===== config.mk =====
export PLATFORM = sky130hd
export DESIGN_NAME = hexa_to_six_tetra_split
export DESIGN_NICKNAME = d
export VERILOG_FILES = /design/src/rtl/core/hts_pkg.sv /design/src/rtl/core/hts_front.sv /design/src/rtl/core/hts_queue.sv /design/src/rtl/core/hts_back.sv /design/src/rtl/core/hexa_to_six_tetra_split.sv
export SDC_FILE = /design/constraint.sdc
export NUM_CORES = 1
export LEC_CHECK = 0
export BUFFER_PORTS_ARGS = -buffer_cell sky130_fd_sc_hd__buf_2
export CORE_MARGIN = 1
export CORE_UTILIZATION = 30
export CTS_BUF_LIST = sky130_fd_sc_hd__clkbuf_8 sky130_fd_sc_hd__clkbuf_16
export CTS_CLUSTER_DIAMETER = 150
export DETAILED_ROUTE_END_ITERATION = 8
export PLACE_DENSITY = 0.55
export SYNTH_ARGS = -nofsm -noshare
export SYNTH_HDL_FRONTEND = slang
export SYNTH_HIERARCHICAL = 1
export SYNTH_SLANG_ARGS = --single-unit

===== constraint.sdc =====
create_clock -name clk_i -period 14.8 [get_ports clk_i]
set_clock_uncertainty 0.2 [all_clocks]
set_input_delay 1.48 -clock clk_i [delete_from_list [all_inputs] [get_ports clk_i]]
set_output_delay 1.48 -clock clk_i [all_outputs]
set_load 0.02 [all_outputs]

===== src/rtl/core/hts_pkg.sv =====
`timescale 1ns / 1ps

package hts_pkg;

  localparam int unsigned VERTEX_BITS     = 20;
  localparam int unsigned TETS_PER_HEXA   = 6;
  localparam int unsigned HEXA_BITS       = 20;
  localparam int unsigned TET_NUM_BITS    = 23;
  localparam int unsigned CELLS_BITS      = 11;
  localparam int unsigned POS_BITS        = 10;
  localparam int unsigned SLOT_BITS       = 3;
  localparam int unsigned CORNERS         = 8;
  localparam int unsigned CORNER_IDX_BITS = 3;
  localparam int unsigned QUEUE_DEPTH_DEF = 2;

  localparam logic [CELLS_BITS-1:0] POS_MAX       = CELLS_BITS'(1023);
  localparam logic [CELLS_BITS-1:0] CELLS_X_RESET = CELLS_BITS'(2);
  localparam logic [CELLS_BITS-1:0] CELLS_Y_RESET = CELLS_BITS'(1);
  localparam logic [SLOT_BITS-1:0]  SLOT_LAST     = SLOT_BITS'(TETS_PER_HEXA - 1);

  typedef enum logic [1:0] {
    CFG_CELLS_X = 2'd0,
    CFG_CELLS_Y = 2'd1,
    CFG_SWAP    = 2'd2
  } cfg_idx_e;

  typedef logic [VERTEX_BITS-1:0] vertex_t;

  typedef struct packed {
    vertex_t corner_0;
    vertex_t corner_1;
    vertex_t corner_2;
    vertex_t corner_3;
    vertex_t corner_4;
    vertex_t corner_5;
    vertex_t corner_6;
    vertex_t corner_7;
  } hts_in_t;

  typedef struct packed {
    vertex_t                   tet_vertex_a;
    vertex_t                   tet_vertex_b;
    vertex_t                   tet_vertex_c;
    vertex_t                   tet_vertex_d;
    logic [HEXA_BITS-1:0]      source_hexa;
    logic [TET_NUM_BITS-1:0]   tet_number;
    logic                      last_of_hexa;
  } hts_out_t;

  typedef struct packed {
    logic [CORNERS-1:0][VERTEX_BITS-1:0] corner;
    logic                                odd;
    logic [HEXA_BITS-1:0]                hexa;
    logic [TET_NUM_BITS-1:0]             tet_base;
  } hts_entry_t;

  typedef struct packed {
    logic empty;
    logic full;
  } hts_qstat_t;

  localparam logic [CORNER_IDX_BITS-1:0] PAT_PLAIN [TETS_PER_HEXA][4] = '{
    '{3'd0, 3'd5, 3'd1, 3'd6}, '{3'd0, 3'd1, 3'd3, 3'd6}, '{3'd1, 3'd3, 3'd6, 3'd2},
    '{3'd6, 3'd3, 3'd0, 3'd7}, '{3'd6, 3'd7, 3'd0, 3'd5}, '{3'd7, 3'd5, 3'd4, 3'd0}
  };

  localparam logic [CORNER_IDX_BITS-1:0] PAT_FLIPPED [TETS_PER_HEXA][4] = '{
    '{3'd0, 3'd5, 3'd6, 3'd1}, '{3'd0, 3'd1, 3'd6, 3'd3}, '{3'd1, 3'd3, 3'd2, 3'd6},
    '{3'd6, 3'd3, 3'd7, 3'd0}, '{3'd6, 3'd7, 3'd5, 3'd0}, '{3'd7, 3'd5, 3'd0, 3'd4}
  };

  function automatic logic [CORNER_IDX_BITS-1:0] pat_corner(
    input logic                 odd,
    input logic [SLOT_BITS-1:0] slot,
    input logic [1:0]           pos
  );
    logic [CORNER_IDX_BITS-1:0] idx;
    if (slot > SLOT_LAST) begin
      idx = '0;
    end else if (odd) begin
      idx = PAT_FLIPPED[slot][pos];
    end else begin
      idx = PAT_PLAIN[slot][pos];
    end
    return idx;
  endfunction

endpackage


===== src/rtl/core/hts_front.sv =====
`timescale 1ns / 1ps

module hts_front
  import hts_pkg::*;
(
  input  logic                  clk_i,
  input  logic                  rst_ni,
  input  logic                  push,
  input  hts_in_t               in_item_i,
  input  logic                  cfg_valid_i,
  input  logic [1:0]            cfg_index_i,
  input  logic [CELLS_BITS-1:0] cfg_data_i,
  input  hts_qstat_t            q_stat_i,
  output logic                  q_push_o,
  output hts_entry_t            q_entry_o
);

  logic [CELLS_BITS-1:0] cells_x_q, cells_x_d;
  logic [CELLS_BITS-1:0] cells_y_q, cells_y_d;
  logic                  swap_q, swap_d;
  logic [POS_BITS-1:0]   col_q, col_d;
  logic [POS_BITS-1:0]   row_q, row_d;
  logic                  layer_q, layer_d;
  logic [HEXA_BITS-1:0]  hexa_q, hexa_d;

  logic                  accept;
  logic [2:0]            flip;
  logic                  odd;
  logic [CELLS_BITS-1:0] col_next;
  logic [CELLS_BITS-1:0] row_next;
  logic                  col_wrap;
  logic                  row_wrap;
  logic [TET_NUM_BITS-1:0] hexa_ext;
  vertex_t               in_c [CORNERS];

  assign accept   = push && !q_stat_i.full;
  assign q_push_o = accept;

  assign in_c[0] = in_item_i.corner_0;
  assign in_c[1] = in_item_i.corner_1;
  assign in_c[2] = in_item_i.corner_2;
  assign in_c[3] = in_item_i.corner_3;
  assign in_c[4] = in_item_i.corner_4;
  assign in_c[5] = in_item_i.corner_5;
  assign in_c[6] = in_item_i.corner_6;
  assign in_c[7] = in_item_i.corner_7;

  // Mirroring along X swaps corner bit 0, along Y bits 0 and 1, along Z bit 2.
  always_comb begin
    flip = '0;
    odd  = 1'b0;
    if (swap_q) begin
      if (!col_q[0]) begin
        flip = flip ^ 3'd1;
        odd  = !odd;
      end
      if (row_q[0]) begin
        flip = flip ^ 3'd3;
        odd  = !odd;
      end
      if (layer_q) begin
        flip = flip ^ 3'd4;
        odd  = !odd;
      end
    end
  end

  assign hexa_ext = TET_NUM_BITS'(hexa_q);

  always_comb begin
    for (int k = 0; k < CORNERS; k++) begin
      q_entry_o.corner[k] = in_c[CORNER_IDX_BITS'(k) ^ flip];
    end
    q_entry_o.odd      = odd;
    q_entry_o.hexa     = hexa_q;
    q_entry_o.tet_base = (hexa_ext << 2) + (hexa_ext << 1);
  end

  assign col_next = CELLS_BITS'(col_q) + CELLS_BITS'(1);
  assign row_next = CELLS_BITS'(row_q) + CELLS_BITS'(1);
  assign col_wrap = (col_next >= cells_x_q) || (col_next > POS_MAX);
  assign row_wrap = (row_next >= cells_y_q) || (row_next > POS_MAX);

  always_comb begin
    col_d   = col_q;
    row_d   = row_q;
    layer_d = layer_q;
    hexa_d  = hexa_q;
    if (accept) begin
      hexa_d = hexa_q + HEXA_BITS'(1);
      if (col_wrap) begin
        col_d = '0;
        if (row_wrap) begin
          row_d   = '0;
          layer_d = !layer_q;
        end else begin
          row_d = row_next[POS_BITS-1:0];
        end
      end else begin
        col_d = col_next[POS_BITS-1:0];
      end
    end
  end

  always_comb begin
    cells_x_d = cells_x_q;
    cells_y_d = cells_y_q;
    swap_d    = swap_q;
    if (cfg_valid_i) begin
      case (cfg_index_i)
        CFG_CELLS_X: cells_x_d = cfg_data_i;
        CFG_CELLS_Y: cells_y_d = cfg_data_i;
        CFG_SWAP:    swap_d    = cfg_data_i[0];
        default:     ;
      endcase
    end
  end

  always_ff @(posedge clk_i or negedge rst_ni) begin
    if (!rst_ni) begin
      cells_x_q <= CELLS_X_RESET;
      cells_y_q <= CELLS_Y_RESET;
      swap_q    <= 1'b0;
      col_q     <= '0;
      row_q     <= '0;
      layer_q   <= 1'b0;
      hexa_q    <= '0;
    end else begin
      cells_x_q <= cells_x_d;
      cells_y_q <= cells_y_d;
      swap_q    <= swap_d;
      col_q     <= col_d;
      row_q     <= row_d;
      layer_q   <= layer_d;
      hexa_q    <= hexa_d;
    end
  end

endmodule


===== src/rtl/core/hts_queue.sv =====
`timescale 1ns / 1ps

module hts_queue
  import hts_pkg::*;
#(
  parameter int unsigned DEPTH = QUEUE_DEPTH_DEF
) (
  input  logic       clk_i,
  input  logic       rst_ni,
  input  logic       push_i,
  input  hts_entry_t entry_i,
  input  logic       pop_i,
  output hts_entry_t head_o,
  output hts_qstat_t stat_o
);

  localparam int unsigned PTR_BITS = (DEPTH > 1) ? $clog2(DEPTH) : 1;
  localparam int unsigned CNT_BITS = $clog2(DEPTH + 1);
  localparam logic [PTR_BITS-1:0] PTR_LAST = PTR_BITS'(DEPTH - 1);
  localparam logic [CNT_BITS-1:0] CNT_FULL = CNT_BITS'(DEPTH);

  hts_entry_t            mem_q [DEPTH];
  logic [PTR_BITS-1:0]   wr_ptr_q, wr_ptr_d;
  logic [PTR_BITS-1:0]   rd_ptr_q, rd_ptr_d;
  logic [CNT_BITS-1:0]   cnt_q, cnt_d;
  logic                  do_push;
  logic                  do_pop;

  assign stat_o.empty = (cnt_q == '0);
  assign stat_o.full  = (cnt_q == CNT_FULL);
  assign do_push      = push_i && !stat_o.full;
  assign do_pop       = pop_i && !stat_o.empty;
  assign head_o       = mem_q[rd_ptr_q];

  always_comb begin
    wr_ptr_d = wr_ptr_q;
    rd_ptr_d = rd_ptr_q;
    cnt_d    = cnt_q;
    if (do_push) begin
      wr_ptr_d = (wr_ptr_q == PTR_LAST) ? '0 : wr_ptr_q + PTR_BITS'(1);
    end
    if (do_pop) begin
      rd_ptr_d = (rd_ptr_q == PTR_LAST) ? '0 : rd_ptr_q + PTR_BITS'(1);
    end
    if (do_push && !do_pop) begin
      cnt_d = cnt_q + CNT_BITS'(1);
    end else if (do_pop && !do_push) begin
      cnt_d = cnt_q - CNT_BITS'(1);
    end
  end

  always_ff @(posedge clk_i or negedge rst_ni) begin
    if (!rst_ni) begin
      wr_ptr_q <= '0;
      rd_ptr_q <= '0;
      cnt_q    <= '0;
    end else begin
      wr_ptr_q <= wr_ptr_d;
      rd_ptr_q <= rd_ptr_d;
      cnt_q    <= cnt_d;
    end
  end

  always_ff @(posedge clk_i) begin
    if (do_push) begin
      mem_q[wr_ptr_q] <= entry_i;
    end
  end

endmodule


===== src/rtl/core/hts_back.sv =====
`timescale 1ns / 1ps

module hts_back
  import hts_pkg::*;
(
  input  logic       clk_i,
  input  logic       rst_ni,
  input  hts_entry_t head_i,
  input  hts_qstat_t q_stat_i,
  output logic       q_pop_o,
  input  logic       pop,
  output logic       empty,
  output hts_out_t   out_item_o
);

  logic [SLOT_BITS-1:0] slot_q, slot_d;
  logic                 out_valid_q, out_valid_d;
  hts_out_t             out_q;
  hts_out_t             res;
  logic                 load;
  logic                 take;

  assign load    = !out_valid_q || pop;
  assign take    = load && !q_stat_i.empty;
  assign q_pop_o = take && (slot_q == SLOT_LAST);

  always_comb begin
    res.tet_vertex_a = head_i.corner[pat_corner(head_i.odd, slot_q, 2'd0)];
    res.tet_vertex_b = head_i.corner[pat_corner(head_i.odd, slot_q, 2'd1)];
    res.tet_vertex_c = head_i.corner[pat_corner(head_i.odd, slot_q, 2'd2)];
    res.tet_vertex_d = head_i.corner[pat_corner(head_i.odd, slot_q, 2'd3)];
    res.source_hexa  = head_i.hexa;
    res.tet_number   = head_i.tet_base + TET_NUM_BITS'(slot_q);
    res.last_of_hexa = (slot_q == SLOT_LAST);
  end

  always_comb begin
    slot_d      = slot_q;
    out_valid_d = out_valid_q;
    if (take) begin
      out_valid_d = 1'b1;
      slot_d      = (slot_q == SLOT_LAST) ? '0 : slot_q + SLOT_BITS'(1);
    end else if (pop) begin
      out_valid_d = 1'b0;
    end
  end

  always_ff @(posedge clk_i or negedge rst_ni) begin
    if (!rst_ni) begin
      slot_q      <= '0;
      out_valid_q <= 1'b0;
    end else begin
      slot_q      <= slot_d;
      out_valid_q <= out_valid_d;
    end
  end

  always_ff @(posedge clk_i) begin
    if (take) begin
      out_q <= res;
    end
  end

  assign empty      = !out_valid_q;
  assign out_item_o = out_q;

endmodule


===== src/rtl/core/hexa_to_six_tetra_split.sv =====
`timescale 1ns / 1ps

// Splits each hexahedron of a grid mesh into six tetrahedra. The front stage takes one
// hexahedron per beat, applies the parity-based corner mirroring when swap is set, and
// pushes it into a queue of QUEUE_DEPTH entries; the back stage reads the queue head and
// emits one tetrahedron per cycle into an output register while the queue is not empty
// and that register is free or being popped. The single result port sets the rate, and
// the queue takes new hexahedra while earlier ones are split. The first tetrahedron
// passes the queue and then the output register before it is visible. Configuration
// writes are always ready and must only be issued while no hexahedron is in flight.
module hexa_to_six_tetra_split
  import hts_pkg::*;
#(
  parameter int unsigned QUEUE_DEPTH = QUEUE_DEPTH_DEF
) (
  input  logic                  clk_i,
  input  logic                  rst_ni,
  input  logic                  push,
  output logic                  full,
  input  hts_in_t               in_item_i,
  output logic                  empty,
  input  logic                  pop,
  output hts_out_t              out_item_o,
  input  logic                  cfg_valid_i,
  output logic                  cfg_ready_o,
  input  logic [1:0]            cfg_index_i,
  input  logic [CELLS_BITS-1:0] cfg_data_i
);

  hts_qstat_t q_stat;
  hts_entry_t q_entry;
  hts_entry_t q_head;
  logic       q_push;
  logic       q_pop;

  assign cfg_ready_o = 1'b1;
  assign full        = q_stat.full;

  hts_front u_front (
    .clk_i,
    .rst_ni,
    .push,
    .in_item_i,
    .cfg_valid_i,
    .cfg_index_i,
    .cfg_data_i,
    .q_stat_i  (q_stat),
    .q_push_o  (q_push),
    .q_entry_o (q_entry)
  );

  hts_queue #(
    .DEPTH (QUEUE_DEPTH)
  ) u_queue (
    .clk_i,
    .rst_ni,
    .push_i  (q_push),
    .entry_i (q_entry),
    .pop_i   (q_pop),
    .head_o  (q_head),
    .stat_o  (q_stat)
  );

  hts_back u_back (
    .clk_i,
    .rst_ni,
    .head_i     (q_head),
    .q_stat_i   (q_stat),
    .q_pop_o    (q_pop),
    .pop,
    .empty,
    .out_item_o
  );

endmodule


==> run_results.csv <==
group,metric,value,unit
clock_tree,cts_tree,"built",
timing,slew_headroom,29.6,%
clock_tree,path_clk_slew,0.05,ns
synth,synth_nets,2474,
hold_path,min_path_cells,1,
global_route,grt_pass1_vias,21200,
die,die_h,340,um
global_route,grt_pass1_wl,132,mm
worst_setup_path,cpMaxStageDelayCell,"buf_4",
die,ios,305,
global_route,grt_max_degree,77,
timing,setup_tns,0,ns
route,ant_nets,0,
finish,syn_to_final_growth,15.7,%
die,die-area,0.115,sq mm
place,dp_hpwl,60.7,mm
synth,synth.cell_area,0.0342,sq mm
timing,finalCritPeriodShare,34.2,%
finish,final-instance-count-excl-fill,4060,
route,first_pass_iters,5,
job,cap_violations,0,
worst_setup_path,timing.rr.end,"u_queue/mem_q[0][186]$_DFFE_PP_",
hold_path,hold_path.class,"register to register",
die,start_util,30.3,%
route,vias_per_cell,5.09,
clock_tree,cts-resized-gates,0,
clock_tree,clk_root_buffer_cell,"clkbuf_16",
synth,ys_async_sr_fraction,11.9,%
worst_setup_path,required,14.85,ns
die,core,0.113,sq mm
worst_setup_path,crit_chain,"buf_2 > nand2b_1 > inv_1 > nand2_1 > nor2_4 > buf_4 > buf_4",
route,via_count,20700,
clock_tree,ctsHoldBuffers,0,
worst_setup_path,r2r-start,"u_queue/cnt_q[0]$_DFFE_PN0P_",
route,drt_wl_total,89.3,mm
timing,finalHoldViolCount,0,
global_route,grt_antenna_before_repair,2,
timing,worst_pin_slew,1.06,ns
power_and_ir_drop,ir_drop,0.153,mV
clock_tree,clock_path_buffers,3,
clock_tree,cts_made_buffers,72,
synth,ys_seq_area_share,52.0,%
timing,maxSlewViolCount,0,
global_route,grt_overflow,0,
worst_setup_path,start_kind,"input port",
place,gp_congestion,0.816,
worst_setup_path,cp_top_family,"buffers and inverters",
route,wire_per_inst,22.0,um
hold_path,holdPathEnd,"u_front/cells_y_q[7]$_DFFE_PN0P_",
clock_tree,htree_levels,3,
worst_setup_path,cpMostUsedCell,"buf_4",
place,post-place-cells,3928,
finish,final_layout_size_suffix_gt1_share,38.5,%
route,drcViolationCount,0,
power_and_ir_drop,power_density,245,mW/mm^2
worst_setup_path,ff2ff_setup_slack,9.82,ns
synth,yosys_warnings,6,
place,numPortBuffers,303,
synth,synth_edf_count,532,
finish,fin_nets,2738,
route,first_iter_violations,1361,
synth,avgSynthCellArea,15.3,sq um
worst_setup_path,crit_type,"input port to register",
timing,min_period,5.06,ns
worst_setup_path,cp-end-kind,"register",
run_status,outcome,"completed",
worst_setup_path,worstPathArrival,5.11,ns
synth,postSynthCellCount,2238,
global_route,grtUsageTotal,15.2,%
synth,ys_seq_elements,604,
clock_tree,insertion_delay,0.64,ns
timing,fmax,198,MHz
worst_setup_path,cp_num_buf_inv,4,
timing,setup_viol,0,
power_and_ir_drop,leakage,15.6,nW
clock_tree,post_cts_buffers,0,
synth,synth_cell_types,78,
timing,rsz0062_at_grt,"no",
die,rows,123,
hold_path,min_from,"u_front/cells_y_q[7]$_DFFE_PN0P_",
die,die_w,340,um
synth,ys.flop_type,"edfxtp_1",
worst_setup_path,critPathMaxFanout,63,
finish,num-fill-cells,10800,
clock_tree,cts.sinks,604,
worst_setup_path,reg2reg_depth,8,
worst_setup_path,crit_path_max_incr_delay,0.82,ns
## worst reg2reg max path, stage by stage, from the launching register on
cell and delay [ns]:
dfrtp_1 0.43, nand2b_1 0.24, inv_1 0.08, nand2b_1 0.38, inv_1 0.53, nand2_1 0.26, nor2_4 0.73, buf_4 0.79
buf_4 0.86
## per-layer routing
layer	global-route usage (%)	part of all wire (%)	up-vias
li1	-	-	9396
met1	19.2	43	10500
met4	6.41	3.7	0
met2	25.4	48	652
met5	0	0	-
met3	2.62	5.3	167
## power by group
group          total, mW  internal, mW  switching (mW)
Clock               1.79          1.06           0.730
Sequential          3.12          2.82           0.299
Combinational       4.77          2.09            2.68
## cells in the mapped netlist (8+ instances only)
| library cell | instances | share of area, % |
|---|---|---|
| edfxtp_1 | 532 | 47 |
| mux2_2 | 269 | 8.9 |
| mux2i_1 | 163 | 4.8 |
| mux2_4 | 150 | 6.6 |
| nand2_1 | 141 | 1.5 |
| mux4_2 | 88 | 5.8 |
| clkbuf_1 | 74 | 0.81 |
| mux4_1 | 72 | 5.5 |
| dfrtp_1 | 70 | 5.1 |
| ha_1 | 56 | 2.0 |
| inv_1 | 56 | 0.61 |
| xnor2_1 | 55 | 1.4 |
| nor2_1 | 44 | 0.48 |
| a31oi_1 | 43 | 0.79 |
| nand3_1 | 31 | 0.45 |
| buf_6 | 29 | 0.95 |
| o21ai_0 | 29 | 0.42 |
| a21oi_1 | 27 | 0.40 |
| nor2b_1 | 26 | 0.48 |
| o21a_1 | 26 | 0.57 |
| buf_2 | 25 | 0.37 |
| a211oi_1 | 24 | 0.53 |
| o22ai_1 | 24 | 0.44 |
| xor2_1 | 22 | 0.56 |
| nand4_1 | 12 | 0.22 |
| a21o_1 | 10 | 0.22 |
| and3_1 | 9 | 0.16 |
| nand2b_1 | 9 | 0.16 |
| o21ai_1 | 9 | 0.13 |
| nor3_1 | 8 | 0.12 |
## layout make-up
cell class,count,area [sq um],area share (%)
clock inverters,57,608,1.54
repair buffers,332,1730,4.38
multi-input cells,1434,15500,39.3
diodes,2,5.00,0.0126
well taps,1500,1880,4.74
clock buffers,73,1820,4.59
inverters,58,223,0.563
flip-flops and latches,604,17800,44.9
## how the worst max path moves through the flow
stage	start	to	slack, ns	depth (start not counted)
floorplan	push	u_queue/mem_q[0][0]$_DFFE_PP_	3.18	5
global placement	push	u_queue/mem_q[0][146]$_DFFE_PP_	9.00	7
detailed placement	push	u_queue/mem_q[0][66]$_DFFE_PP_	8.94	7
CTS	push	u_queue/mem_q[0][127]$_DFFE_PP_	9.64	7
global route	push	u_queue/mem_q[0][186]$_DFFE_PP_	9.37	7
finish	push	u_queue/mem_q[0][186]$_DFFE_PP_	9.74	7
## state kept, by name, indices dropped and copies added (netlist names), 3 cells and up
| register | flops |
|---|---|
| u_front/row_q | 10 |
| u_queue/mem_q | 408 |
| u_back/out_item_o | 124 |
| u_front/cells_x_q | 11 |
| u_front/hexa_q | 20 |
| u_front/col_q | 10 |
| u_front/cells_y_q | 11 |
| u_back/slot_q | 3 |
## per-stage QoR
stage	instance area (sq um)	setup slack (ns)	power [mW]	utilization [%]	hold slack, ns
floorplan	34200	3.18	6.59	-	0.261
global placement	37200	9.00	7.84	32.9	0.294
detailed placement	37200	8.94	7.97	32.9	0.301
CTS	39600	9.64	9.81	35.1	0.313
global route	39600	9.37	10.2	35.1	0.322
finish	39600	9.74	9.68	35.1	0.310
## cell families after synthesis
group           count (synthesis)  share of synthesized area [%]
fa+ha+maj                      58                           2.17
other cells                     2                         0.0220
mux                           742                           31.5
xor+xnor                       78                           2.02
compound gates                234                           4.74
buf+inv                       200                           3.00
simple gates                  320                           4.55
flops                         604                           52.0
## layout by cell type, fill, tap and decap left out, types with 12 or more instances in the layout
cell type  instances
o22ai_1           24
o21ai_0           27
xnor2_1           55
ha_1              56
nor2_1            43
nand4_1           12
inv_1             67
dfrtp_1           69
xor2_1            22
mux4_2            88
buf_4             29
nand3_1           31
a211oi_1          24
mux2i_1          161
a21oi_1           25
clkinv_1          13
a31oi_1           43
nand2_1          137
buf_2            303
mux2_2           269
edfxtp_1         532
nor2b_1           26
mux2_4           150
mux4_1            72
o21a_1            25
clkbuf_16         72
No activity file was read; power rests on OpenSTA's default activity.
